===== src/hdl/rwagc_pkg.sv =====
package rwagc_pkg;

  localparam int unsigned MaxWindow  = 4096;
  localparam int unsigned AddrW      = $clog2(MaxWindow);
  localparam int unsigned WinW       = AddrW + 1;
  localparam int unsigned SqW        = 30;
  localparam int unsigned SumW       = 42;
  localparam int unsigned PosW       = 6;
  localparam int unsigned FracW      = 16;
  localparam int unsigned LogW       = PosW + FracW;
  localparam int unsigned MantW      = 31;
  localparam int unsigned LogIters   = 16;
  localparam int unsigned ExpSteps   = 10;
  localparam int unsigned IterW      = 4;
  localparam int unsigned PaddrW     = 5;

  localparam logic [15:0]        OutLimit   = 16'd31130;
  localparam logic signed [15:0] LevelFloor = -16'sd25600;
  localparam logic signed [23:0] LogBias    = 24'sd1966080;
  localparam logic [17:0]        DbPerOct   = 18'd197283;

  localparam logic [MantW-1:0] Exp2Tab [ExpSteps] = '{
    31'd1518500250, 31'd1276901417, 31'd1170923762, 31'd1121280436, 31'd1097253708,
    31'd1085434106, 31'd1079572136, 31'd1076653033, 31'd1075196444, 31'd1074468888
  };

  typedef enum logic [2:0] {
    REG_TARGET  = 3'd0,
    REG_ATTACK  = 3'd1,
    REG_RELEASE = 3'd2,
    REG_MAXG    = 3'd3,
    REG_MING    = 3'd4,
    REG_NOISE   = 3'd5,
    REG_WINDOW  = 3'd6,
    REG_NONE    = 3'd7
  } reg_idx_e;

  typedef struct packed {
    logic signed [14:0] target_level;
    logic [15:0]        attack_coef;
    logic [15:0]        release_coef;
    logic [12:0]        max_gain;
    logic signed [14:0] min_gain;
    logic signed [15:0] noise_threshold;
    logic [12:0]        window_length;
  } cfg_t;

  typedef enum logic [4:0] {
    ST_INIT, ST_CLEAR, ST_WLOAD, ST_WNORM, ST_WSQ, ST_WSTORE, ST_IDLE, ST_READ,
    ST_SLOAD, ST_SNORM, ST_SSQ, ST_LVL1, ST_LVL2, ST_STEP, ST_GAIN, ST_TMUL,
    ST_EXPI, ST_EXP, ST_APPLY, ST_ROUND
  } state_e;

  typedef enum logic [4:0] {
    OP_NONE, OP_INIT, OP_CLEAR, OP_LOADW, OP_NORM, OP_SQ, OP_STOREW, OP_ACCEPT,
    OP_UPDATE, OP_LOADS, OP_LVL1, OP_LVL2, OP_STEP, OP_GAIN, OP_TMUL, OP_EXPI,
    OP_EXP, OP_APPLY, OP_ROUND
  } op_e;

  typedef struct packed {
    op_e              op;
    logic [IterW-1:0] iter;
  } cmd_t;

  typedef struct packed {
    logic norm_done;
    logic sum_zero;
    logic clr_last;
    logic out_free;
  } status_t;

endpackage


===== src/hdl/rwagc_regs.sv =====
module rwagc_regs (
  input  logic                       clk_i,
  input  logic                       rst_ni,
  input  logic                       psel,
  input  logic                       penable,
  input  logic                       pwrite,
  input  logic [rwagc_pkg::PaddrW-1:0] paddr,
  input  logic [31:0]                pwdata,
  output logic [31:0]                prdata,
  output logic                       pready,
  output rwagc_pkg::cfg_t            cfg_o,
  output logic                       win_wr_o
);
  import rwagc_pkg::*;

  cfg_t     cfg_q, cfg_d;
  reg_idx_e idx;
  logic     wr_en;

  assign idx   = reg_idx_e'(paddr[4:2]);
  assign wr_en = psel && penable && pwrite;

  always_comb begin
    cfg_d = cfg_q;
    if (wr_en) begin
      case (idx)
        REG_TARGET:  cfg_d.target_level    = pwdata[14:0];
        REG_ATTACK:  cfg_d.attack_coef     = pwdata[15:0];
        REG_RELEASE: cfg_d.release_coef    = pwdata[15:0];
        REG_MAXG:    cfg_d.max_gain        = pwdata[12:0];
        REG_MING:    cfg_d.min_gain        = pwdata[14:0];
        REG_NOISE:   cfg_d.noise_threshold = pwdata[15:0];
        REG_WINDOW:  cfg_d.window_length   = pwdata[12:0];
        default:     cfg_d = cfg_q;
      endcase
    end
  end

  always_ff @(posedge clk_i or negedge rst_ni) begin
    if (!rst_ni) begin
      cfg_q.target_level    <= 15'sd0;
      cfg_q.attack_coef     <= 16'hFFFF;
      cfg_q.release_coef    <= 16'hFFFF;
      cfg_q.max_gain        <= 13'd7680;
      cfg_q.min_gain        <= -15'sd10240;
      cfg_q.noise_threshold <= -16'sd15360;
      cfg_q.window_length   <= 13'd4096;
    end else begin
      cfg_q <= cfg_d;
    end
  end

  always_comb begin
    case (idx)
      REG_TARGET:  prdata = {17'd0, cfg_q.target_level};
      REG_ATTACK:  prdata = {16'd0, cfg_q.attack_coef};
      REG_RELEASE: prdata = {16'd0, cfg_q.release_coef};
      REG_MAXG:    prdata = {19'd0, cfg_q.max_gain};
      REG_MING:    prdata = {17'd0, cfg_q.min_gain};
      REG_NOISE:   prdata = {16'd0, cfg_q.noise_threshold};
      REG_WINDOW:  prdata = {19'd0, cfg_q.window_length};
      default:     prdata = 32'd0;
    endcase
  end

  assign pready   = 1'b1;
  assign cfg_o    = cfg_q;
  assign win_wr_o = wr_en && (idx == REG_WINDOW);
endmodule


===== config.mk =====
export PLATFORM = sky130hd
export DESIGN_NAME = rwagc_regs
export DESIGN_NICKNAME = d
export VERILOG_FILES = /design/src/hdl/rwagc_pkg.sv /design/src/hdl/rwagc_regs.sv
export SDC_FILE = /design/constraint.sdc
export NUM_CORES = 1
export LEC_CHECK = 0
export BUFFER_PORTS_ARGS = -buffer_cell sky130_fd_sc_hd__buf_2
export CAP_MARGIN = 20
export CORE_UTILIZATION = 25
export CTS_BUF_LIST = sky130_fd_sc_hd__clkbuf_4 sky130_fd_sc_hd__clkbuf_8
export DETAILED_ROUTE_END_ITERATION = 8
export HOLD_SLACK_MARGIN = 0.15
export PLACE_DENSITY = 0.58
export SKIP_LAST_GASP = 1
export SLEW_MARGIN = 20
export SYNTH_ARGS = -nofsm -noshare
export SYNTH_HDL_FRONTEND = slang
export SYNTH_SLANG_ARGS = --single-unit

===== constraint.sdc =====
create_clock -name clk_i -period 2.4 [get_ports clk_i]
set_input_delay 0.48 -clock clk_i [delete_from_list [all_inputs] [get_ports clk_i]]
set_output_delay 0.48 -clock clk_i [all_outputs]
set_load 0.01 [all_outputs]

==> results.cfg <==
[sta]
timing.hold.ws_ns = 0.370
grt_setup_unrepaired = false
finalMaxSlewViolations = 0
max_freq_mhz = 449
tightest_slew_ns = 0.514
post-route-period-util_pct = 92.8
maxSlewHeadroom_pct = 65.6
fin_crit_ns = 2.23
setup-tns-final_ns = 0
hold_viol = 0
fin_skew_ns = 0
setup_viol = 0

[status]
status = completed

[die]
rows = 51
coreArea_um2 = 19600
initial_core_util_pct = 25.7
ioPinCount = 180
die_y_um = 144
dieWidth_um = 144
die_area_um2 = 20700

[global_routing]
grt_pass1_vias = 3644
antenna_found_initial = 0
grt_max_degree = 51
grt_usage_pct = 14.9
grt-ovfl-total = 0
grt_pass1_wl_mm = 22.2

[routing]
wl_mm = 14.7
detailroute.via_count = 3552
final_antenna_net_count = 0
drtIter0Drc = 161
drc = 0
avgRoutedWirePerCell_um = 18.7
first_pass_iters = 4
avgViaCountPerCell = 4.51

[yosys]
synth.avg_cell_area_um2 = 14.2
synth.cell_area_um2 = 5040
yosysWarnings = 0
ys_ff_latch = 104
async_flop_share_pct = 100
synth.most_common_cell = mux2_2
yosysSeqAreaShare_pct = 52.7
synth_edf_count = 0
synth_top_cell_area_share_pct = 30.3
ys_top_cells_by_count = mux2_2, dfrtp_1, dfstp_2, mux2i_1, buf_4
netlist_top_cells_area = dfrtp_1, dfstp_2, mux2_2
synth_cell_types = 34
synthFlopType = dfrtp_1
synthCells = 355
netlist.top_cell.by_area = dfrtp_1

[place]
place.gp.congestion = 0.777
dp_hpwl_mm = 10.8
io_buffers = 144

[pwr]
leakagePower_uw = 0.00306
cellPowerDensity_nw_per_um2 = 776
irDropWorstVdd_v = 0.000374

[cts]
clock_sinks = 104
cts_tree = built
path_clk_slew_ns = 0.10
cts_setup_buffers = 0
insertion_delay_ns = 0.38
clockBufferDepth = 2
htreeDepth = 3
cts-root-buf = clkbuf_8
cts_buffers = 9

[finish]
final_nets = 558
drive_gt1_share_pct = 66.0
largest_reg_flops = 104
syn2layout_area_growth_pct = 26.3

[setup_path]
critPathLaunchType = primary input
cp.arrival_ns = 1.75
crit_required_ns = 1.92
worstPathMaxFanout = 12
critPathCaptureType = primary output
crit_type = primary input to primary output

[hold_path]
hold_class = primary input to flip-flop

[run]
cap_violations = 0
repair_timing:
action	CTS	global route
hold endpoints to repair	14	0
hold buffers	1	0
setup endpoints to repair	0	4
resized for setup	0	1
cells in the final DEF (no fill, tap or decap), types with 2 or more instances in the layout:
cell	synthesis	layout
a21oi_1	10	10
a22o_1	4	4
a22oi_1	2	2
a2bb2oi_1	10	10
a31oi_1	4	4
and3_1	2	2
buf_12	0	5
buf_2	7	142
buf_4	23	24
clkbuf_8	0	9
clkinv_2	0	3
conb_1	2	17
dfrtp_1	61	61
dfstp_2	43	43
mux2_1	10	10
mux2_2	86	86
mux2_4	9	9
mux2i_1	24	24
mux4_2	8	8
nand2_1	5	5
nand2b_1	4	4
nand3_1	2	2
nor2_1	13	12
nor2_2	2	3
nor2b_1	3	3
or2_2	4	4
logic make-up (layout without fill, tap and decap cells):
kind of cell | after synthesis | in the layout | share of synthesized area, %
buf+inv | 38 | 189 | 5.31
compound gates | 33 | 33 | 4.67
mux | 137 | 137 | 32.5
simple gates | 41 | 41 | 4.72
other cells | 2 | 18 | 0.149
flops | 104 | 104 | 52.7
report_power, final:
group          switching, uW  internal [uW]  leakage (uW)  total, uW
Clock                    630            482     0.0000994       1110
Combinational            657            706       0.00173       1360
Sequential               270           2200       0.00123       2470
cell type report:
type | instances | area (um2)
fill | 1999 | 13200
sequential | 104 | 2660
antenna | 1 | 2.50
clock inverter | 7 | 70.1
tap | 265 | 332
timing repair buffer | 173 | 1010
multi-input combinational | 228 | 2180
clock buffer | 9 | 124
final timing paths:
path / slack (ns) / cells after the start / end / startpoint
setup / recovery: 0.17 / 6 / prdata[1] / paddr[2]
hold / removal: 0.37 / 2 / cfg_o[88] / pwdata[15]
setup reg to reg: 1.59 / 1 / cfg_o[19] / cfg_o[19]
hold reg to reg: 0.54 / 1 / cfg_o[42] / cfg_o[42]
max in group asynchronous: 1.19 / 3 / cfg_o[73] / rst_ni
min in group asynchronous: 0.53 / 2 / cfg_o[99] / rst_ni
worst max-delay path, cell delays in order:
cell	delay (ns)
clkbuf_4	0.27
buf_12	0.19
mux4_2	0.50
nor2_1	0.10
a21oi_1	0.05
buf_2	0.15
routing by layer:
layer  part of all wire [%]  vias up  GRT usage, %  wire, um
met2                     49      108          24.3      7180
met5                      0        -             0         0
met3                    4.4       12          2.85       645
li1                       -     1590             -         -
met1                     46     1842          19.7      6730
met4                    1.3        0          5.21       190
per-stage QoR:
| step | instance area (um2) | instances | setup slack, ns | power (uW) | utilization, % |
|---|---|---|---|---|---|
| after floorplan | 5100 | 370 | 0.380 | 3240 | - |
| after global placement | 6160 | 769 | 0.0578 | 3840 | 31.4 |
| after detailed placement | 6160 | 769 | 0.0468 | 3890 | 31.4 |
| after CTS | 6360 | 786 | 0.0338 | 5030 | 32.5 |
| after global routing | 6370 | 786 | 0.0678 | 5240 | 32.5 |
| final | 6370 | 787 | 0.172 | 4940 | 32.5 |
No activity file was read; power rests on OpenSTA's default activity.
