[src/hdl/rwagc_pkg.sv]
package rwagc_pkg;

  localparam int unsigned MaxWindow  = 4096;
  localparam int unsigned AddrW      = $clog2(MaxWindow);
  localparam int unsigned WinW       = AddrW + 1;
  localparam int unsigned SqW        = 30;
  localparam int unsigned SumW       = 42;
  localparam int unsigned PosW       = 6;
  localparam int unsigned FracW      = 16;
  localparam int unsigned LogW       = PosW + FracW;
  localparam int unsigned MantW      = 31;
  localparam int unsigned LogIters   = 16;
  localparam int unsigned ExpSteps   = 10;
  localparam int unsigned IterW      = 4;
  localparam int unsigned PaddrW     = 5;

  localparam logic [15:0]        OutLimit   = 16'd31130;
  localparam logic signed [15:0] LevelFloor = -16'sd25600;
  localparam logic signed [23:0] LogBias    = 24'sd1966080;
  localparam logic [17:0]        DbPerOct   = 18'd197283;

  localparam logic [MantW-1:0] Exp2Tab [ExpSteps] = '{
    31'd1518500250, 31'd1276901417, 31'd1170923762, 31'd1121280436, 31'd1097253708,
    31'd1085434106, 31'd1079572136, 31'd1076653033, 31'd1075196444, 31'd1074468888
  };

  typedef enum logic [2:0] {
    REG_TARGET  = 3'd0,
    REG_ATTACK  = 3'd1,
    REG_RELEASE = 3'd2,
    REG_MAXG    = 3'd3,
    REG_MING    = 3'd4,
    REG_NOISE   = 3'd5,
    REG_WINDOW  = 3'd6,
    REG_NONE    = 3'd7
  } reg_idx_e;

  typedef struct packed {
    logic signed [14:0] target_level;
    logic [15:0]        attack_coef;
    logic [15:0]        release_coef;
    logic [12:0]        max_gain;
    logic signed [14:0] min_gain;
    logic signed [15:0] noise_threshold;
    logic [12:0]        window_length;
  } cfg_t;

  typedef enum logic [4:0] {
    ST_INIT, ST_CLEAR, ST_WLOAD, ST_WNORM, ST_WSQ, ST_WSTORE, ST_IDLE, ST_READ,
    ST_SLOAD, ST_SNORM, ST_SSQ, ST_LVL1, ST_LVL2, ST_STEP, ST_GAIN, ST_TMUL,
    ST_EXPI, ST_EXP, ST_APPLY, ST_ROUND
  } state_e;

  typedef enum logic [4:0] {
    OP_NONE, OP_INIT, OP_CLEAR, OP_LOADW, OP_NORM, OP_SQ, OP_STOREW, OP_ACCEPT,
    OP_UPDATE, OP_LOADS, OP_LVL1, OP_LVL2, OP_STEP, OP_GAIN, OP_TMUL, OP_EXPI,
    OP_EXP, OP_APPLY, OP_ROUND
  } op_e;

  typedef struct packed {
    op_e              op;
    logic [IterW-1:0] iter;
  } cmd_t;

  typedef struct packed {
    logic norm_done;
    logic sum_zero;
    logic clr_last;
    logic out_free;
  } status_t;

endpackage

[src/hdl/rwagc_ctrl.sv]
module rwagc_ctrl (
  input  logic                clk_i,
  input  logic                rst_ni,
  input  logic                win_wr_i,
  input  logic                in_valid_i,
  output logic                in_ready_o,
  input  rwagc_pkg::status_t  status_i,
  output rwagc_pkg::cmd_t     cmd_o
);
  import rwagc_pkg::*;

  state_e           state_q, state_d;
  logic [IterW-1:0] iter_q, iter_d;

  always_comb begin
    state_d = state_q;
    case (state_q)
      ST_INIT:   state_d = ST_CLEAR;
      ST_CLEAR:  if (status_i.clr_last) state_d = ST_WLOAD;
      ST_WLOAD:  state_d = ST_WNORM;
      ST_WNORM:  if (status_i.norm_done) state_d = ST_WSQ;
      ST_WSQ:    if (iter_q == IterW'(LogIters - 1)) state_d = ST_WSTORE;
      ST_WSTORE: state_d = ST_IDLE;
      ST_IDLE:   if (in_valid_i) state_d = ST_READ;
      ST_READ:   state_d = ST_SLOAD;
      ST_SLOAD:  state_d = status_i.sum_zero ? ST_LVL1 : ST_SNORM;
      ST_SNORM:  if (status_i.norm_done) state_d = ST_SSQ;
      ST_SSQ:    if (iter_q == IterW'(LogIters - 1)) state_d = ST_LVL1;
      ST_LVL1:   state_d = ST_LVL2;
      ST_LVL2:   state_d = ST_STEP;
      ST_STEP:   state_d = ST_GAIN;
      ST_GAIN:   state_d = ST_TMUL;
      ST_TMUL:   state_d = ST_EXPI;
      ST_EXPI:   state_d = ST_EXP;
      ST_EXP:    if (iter_q == IterW'(ExpSteps - 1)) state_d = ST_APPLY;
      ST_APPLY:  state_d = ST_ROUND;
      ST_ROUND:  if (status_i.out_free) state_d = ST_IDLE;
      default:   state_d = ST_INIT;
    endcase
    if (win_wr_i) begin
      state_d = ST_INIT;
    end
    iter_d = (state_d != state_q) ? '0 : iter_q + 1'b1;
  end

  always_comb begin
    cmd_o.iter = iter_q;
    in_ready_o = 1'b0;
    case (state_q)
      ST_INIT:   cmd_o.op = OP_INIT;
      ST_CLEAR:  cmd_o.op = OP_CLEAR;
      ST_WLOAD:  cmd_o.op = OP_LOADW;
      ST_WNORM:  cmd_o.op = OP_NORM;
      ST_WSQ:    cmd_o.op = OP_SQ;
      ST_WSTORE: cmd_o.op = OP_STOREW;
      ST_IDLE: begin
        in_ready_o = 1'b1;
        cmd_o.op   = in_valid_i ? OP_ACCEPT : OP_NONE;
      end
      ST_READ:   cmd_o.op = OP_UPDATE;
      ST_SLOAD:  cmd_o.op = OP_LOADS;
      ST_SNORM:  cmd_o.op = OP_NORM;
      ST_SSQ:    cmd_o.op = OP_SQ;
      ST_LVL1:   cmd_o.op = OP_LVL1;
      ST_LVL2:   cmd_o.op = OP_LVL2;
      ST_STEP:   cmd_o.op = OP_STEP;
      ST_GAIN:   cmd_o.op = OP_GAIN;
      ST_TMUL:   cmd_o.op = OP_TMUL;
      ST_EXPI:   cmd_o.op = OP_EXPI;
      ST_EXP:    cmd_o.op = OP_EXP;
      ST_APPLY:  cmd_o.op = OP_APPLY;
      ST_ROUND:  cmd_o.op = status_i.out_free ? OP_ROUND : OP_NONE;
      default:   cmd_o.op = OP_NONE;
    endcase
  end

  always_ff @(posedge clk_i or negedge rst_ni) begin
    if (!rst_ni) begin
      state_q <= ST_INIT;
      iter_q  <= '0;
    end else begin
      state_q <= state_d;
      iter_q  <= iter_d;
    end
  end
endmodule

[config.mk]
export PLATFORM = sky130hd
export DESIGN_NAME = rwagc_ctrl
export DESIGN_NICKNAME = d
export VERILOG_FILES = /design/src/hdl/rwagc_pkg.sv /design/src/hdl/rwagc_ctrl.sv
export SDC_FILE = /design/constraint.sdc
export NUM_CORES = 1
export LEC_CHECK = 0
export BUFFER_PORTS_ARGS = -buffer_cell sky130_fd_sc_hd__buf_2
export CORE_MARGIN = 10
export CORE_UTILIZATION = 41
export CTS_CLUSTER_SIZE = 20
export DETAILED_ROUTE_END_ITERATION = 6
export GPL_ROUTABILITY_DRIVEN = 0
export PLACE_DENSITY = 0.63
export RECOVER_POWER = 100
export SETUP_SLACK_MARGIN = 0.4
export SYNTH_ARGS = -nofsm -noshare
export SYNTH_HDL_FRONTEND = slang
export SYNTH_SLANG_ARGS = --single-unit
[constraint.sdc]
create_clock -name clk_i -period 2.97 [get_ports clk_i]
set_clock_uncertainty 0.15 [all_clocks]
set_input_delay 0.1485 -clock clk_i [delete_from_list [all_inputs] [get_ports clk_i]]
set_output_delay 0.1485 -clock clk_i [all_outputs]
set_load 0.01 [all_outputs]
==> results_dict.tcl <==
set metrics [dict create \
    rows 17 \
    vias 948 \
    grt_pass1_wl_microns 3746 \
    ys_seq_area_frac 0.2296 \
    tns_ns 0 \
    synthArstFlopShare 1.000 \
    synth-compound-area-share 0.2462 \
    synth_area_per_cell_sq_um 7.848 \
    postCtsHoldBufs 2 \
    syn_to_final_growth_pct 9.184 \
    max-clock-path-buffers 2 \
    synth_cell_types 50 \
    cts_buffers 3 \
    yosysTopAreaCell "dfrtp_1" \
    start_util 0.4351 \
    cp.arrival_ns 2.48 \
    status "finished, final reports clean" \
    cts_resized 0 \
    ys_ff_latch 9 \
    hold_viol 0 \
    insertion_delay_ns 0.25 \
    vdd_drop_max_mv 0.4109 \
    cp-start-kind "flip-flop" \
    p_leak_uw 0.0004283 \
    io_buffers 17 \
    synthAdderAreaFrac 0.02551 \
    yosys_warnings 0 \
    powerDensity_nw_per_um2 381.7 \
    synth_simple_gate_area_share 0.3278 \
    avgRoutedWirePerCell_microns 13.97 \
    tightest_slew_ns 0.6454 \
    post-cts-setup-buffers 0 \
    finalSetupViolCount 0 \
    r2r-start "state_q[3]" \
    netlist_instances 125 \
    hold_class "primary input to flip-flop" \
    syn_area_sq_um 980.9 \
    rsz0062_at_grt "no" \
    min_from "status_i[0]" \
    total_power_uw 408.8 \
    criticalPathCategory "flip-flop to flip-flop" \
    io-pin-count 18 \
    cts_tree "built" \
    min_period_ns 2.457 \
    startpoint "state_q[3]" \
    die_w_microns 68.92 \
    fill_cells 251 \
    grt_usage 0.09818 \
    vias_per_cell 5.643 \
    antenna_cells 0 \
    drt_iter0_markers 71 \
    cp-end-kind "flip-flop" \
    post-route-drc-count 0 \
    grt_remaining_overflow 0 \
    ff_latch_area_sq_um 225.2 \
    multi_input_area_sq_um 671.9 \
    core_sq_um 2255 \
    synthTopCellsByArea "dfrtp_1, a21oi_1, nor3_1" \
    ant_nets 0 \
    period_share 0.8274 \
    fp.dieArea_sq_um 4749 \
    drive_above_1_share 0.1429 \
    fmax_ghz 0.4069 \
    die_h_microns 68.92 \
    grt_max_degree 25 \
    path_max_fanout 19 \
    dr.pass1.iters 4 \
    routed_wl_microns 2347 \
    worstPathRequired_ns 2.99 \
    slew-limit-headroom 0.5697 \
    cts_root_buf "clkbuf_4" \
    dp_cells 162 \
    antenna_found_initial 0 \
    synth_top_family_by_area "simple AND/OR/NAND/NOR gates" \
    muxShareOfSynthArea 0.04209 \
    dp_hpwl_microns 1761 \
    whs_ns 0.1510 \
    final_cells 168 \
    grt_pass1_vias 814 \
    ys.flop_type "dfrtp_1" \
    h-tree-depth 1 \
    synth_fp_nets 135 \
    synth_common_cells "a21oi_1, dfrtp_1, nor2_1" \
    maxCapViolations 0 \
    clkSinkCount 9 \
    slew_viol_final 0 \
    synth_edf_count 0 \
    nNetsFinal 151 \
    clk_pin_slew_ns 0.05 \
    synthXorXnorAreaFrac 0.05357 \
    yosysTopAreaCellShare 0.2296 \
]
layout make-up:
class | instances | area share
sequential | 9 | 0.2103
inverter | 3 | 0.01051
tap | 28 | 0.03271
multi-input combinational | 104 | 0.6273
timing repair buffer | 20 | 0.09463
clock buffer | 4 | 0.02453
through the flow:
step           area, sq um    util  setup WS (ns)
2_1_floorplan        980.9       -          1.007
3_3_place_gp          1046  0.4639         0.7487
3_5_place_dp          1046  0.4639         0.7168
4_1_cts               1092  0.4845         0.7026
5_1_grt               1071  0.4750         0.2728
6_report              1071  0.4750         0.5127
kinds of logic (layout without fill, tap and decap cells):
family,after synthesis,after routing
compound gates,35,35
xor+xnor,6,6
fa+ha+maj,2,2
buf+inv,12,27
flops,9,9
mux,4,4
simple gates,57,57
state kept, by name (all words and copies together) (netlist names):
| name | cells |
|---|---|
| state_q | 5 |
| iter_q | 4 |
worst paths after layout:
path,end,slack [ns],depth (start not counted)
setup / recovery,iter_q[2],0.51,5
hold / removal,state_q[4],0.15,4
setup reg to reg,iter_q[2],0.51,5
hold reg to reg,iter_q[0],0.47,2
max in group asynchronous,state_q[3],2.14,2
min in group asynchronous,iter_q[3],0.21,2
where the power goes:
group	switching, uW	total [uW]	internal (uW)
sequential	35.4	169	134
clock	37.6	89.0	51.4
combinational	81.6	151	69.2
worst max-delay path, stage by stage (launching register included):
cell and delay (ns):
dfrtp_1 0.59, or3b_1 0.51, o311ai_0 0.50, mux2i_1 0.27, nand3_2 0.14, nor3_1 0.21
metal layers:
metal	track usage	routed length (microns)
met3	0.03704	169
met4	0.007389	0
met2	0.1484	1064
met5	0	0
met1	0.1346	1113
placed cells by master, fill, tap and decap left out, drive strengths merged, types with 2 or more instances in the layout:
cell type    instances
o21ai                9
nand3                7
nor4                 2
and3b                2
nor3b                3
nor2b                2
nand2                8
o211ai               4
and2                 2
mux2i                3
clkbuf              13
nor2                10
inv                  3
dfrtp                9
nor3                 7
nand2b               5
xor2                 3
a21oi               10
ha                   2
xnor2                3
and3                 3
dlygate4sd3          2
buf                  9
nand3b               2
(Power assumes the default switching activity.)
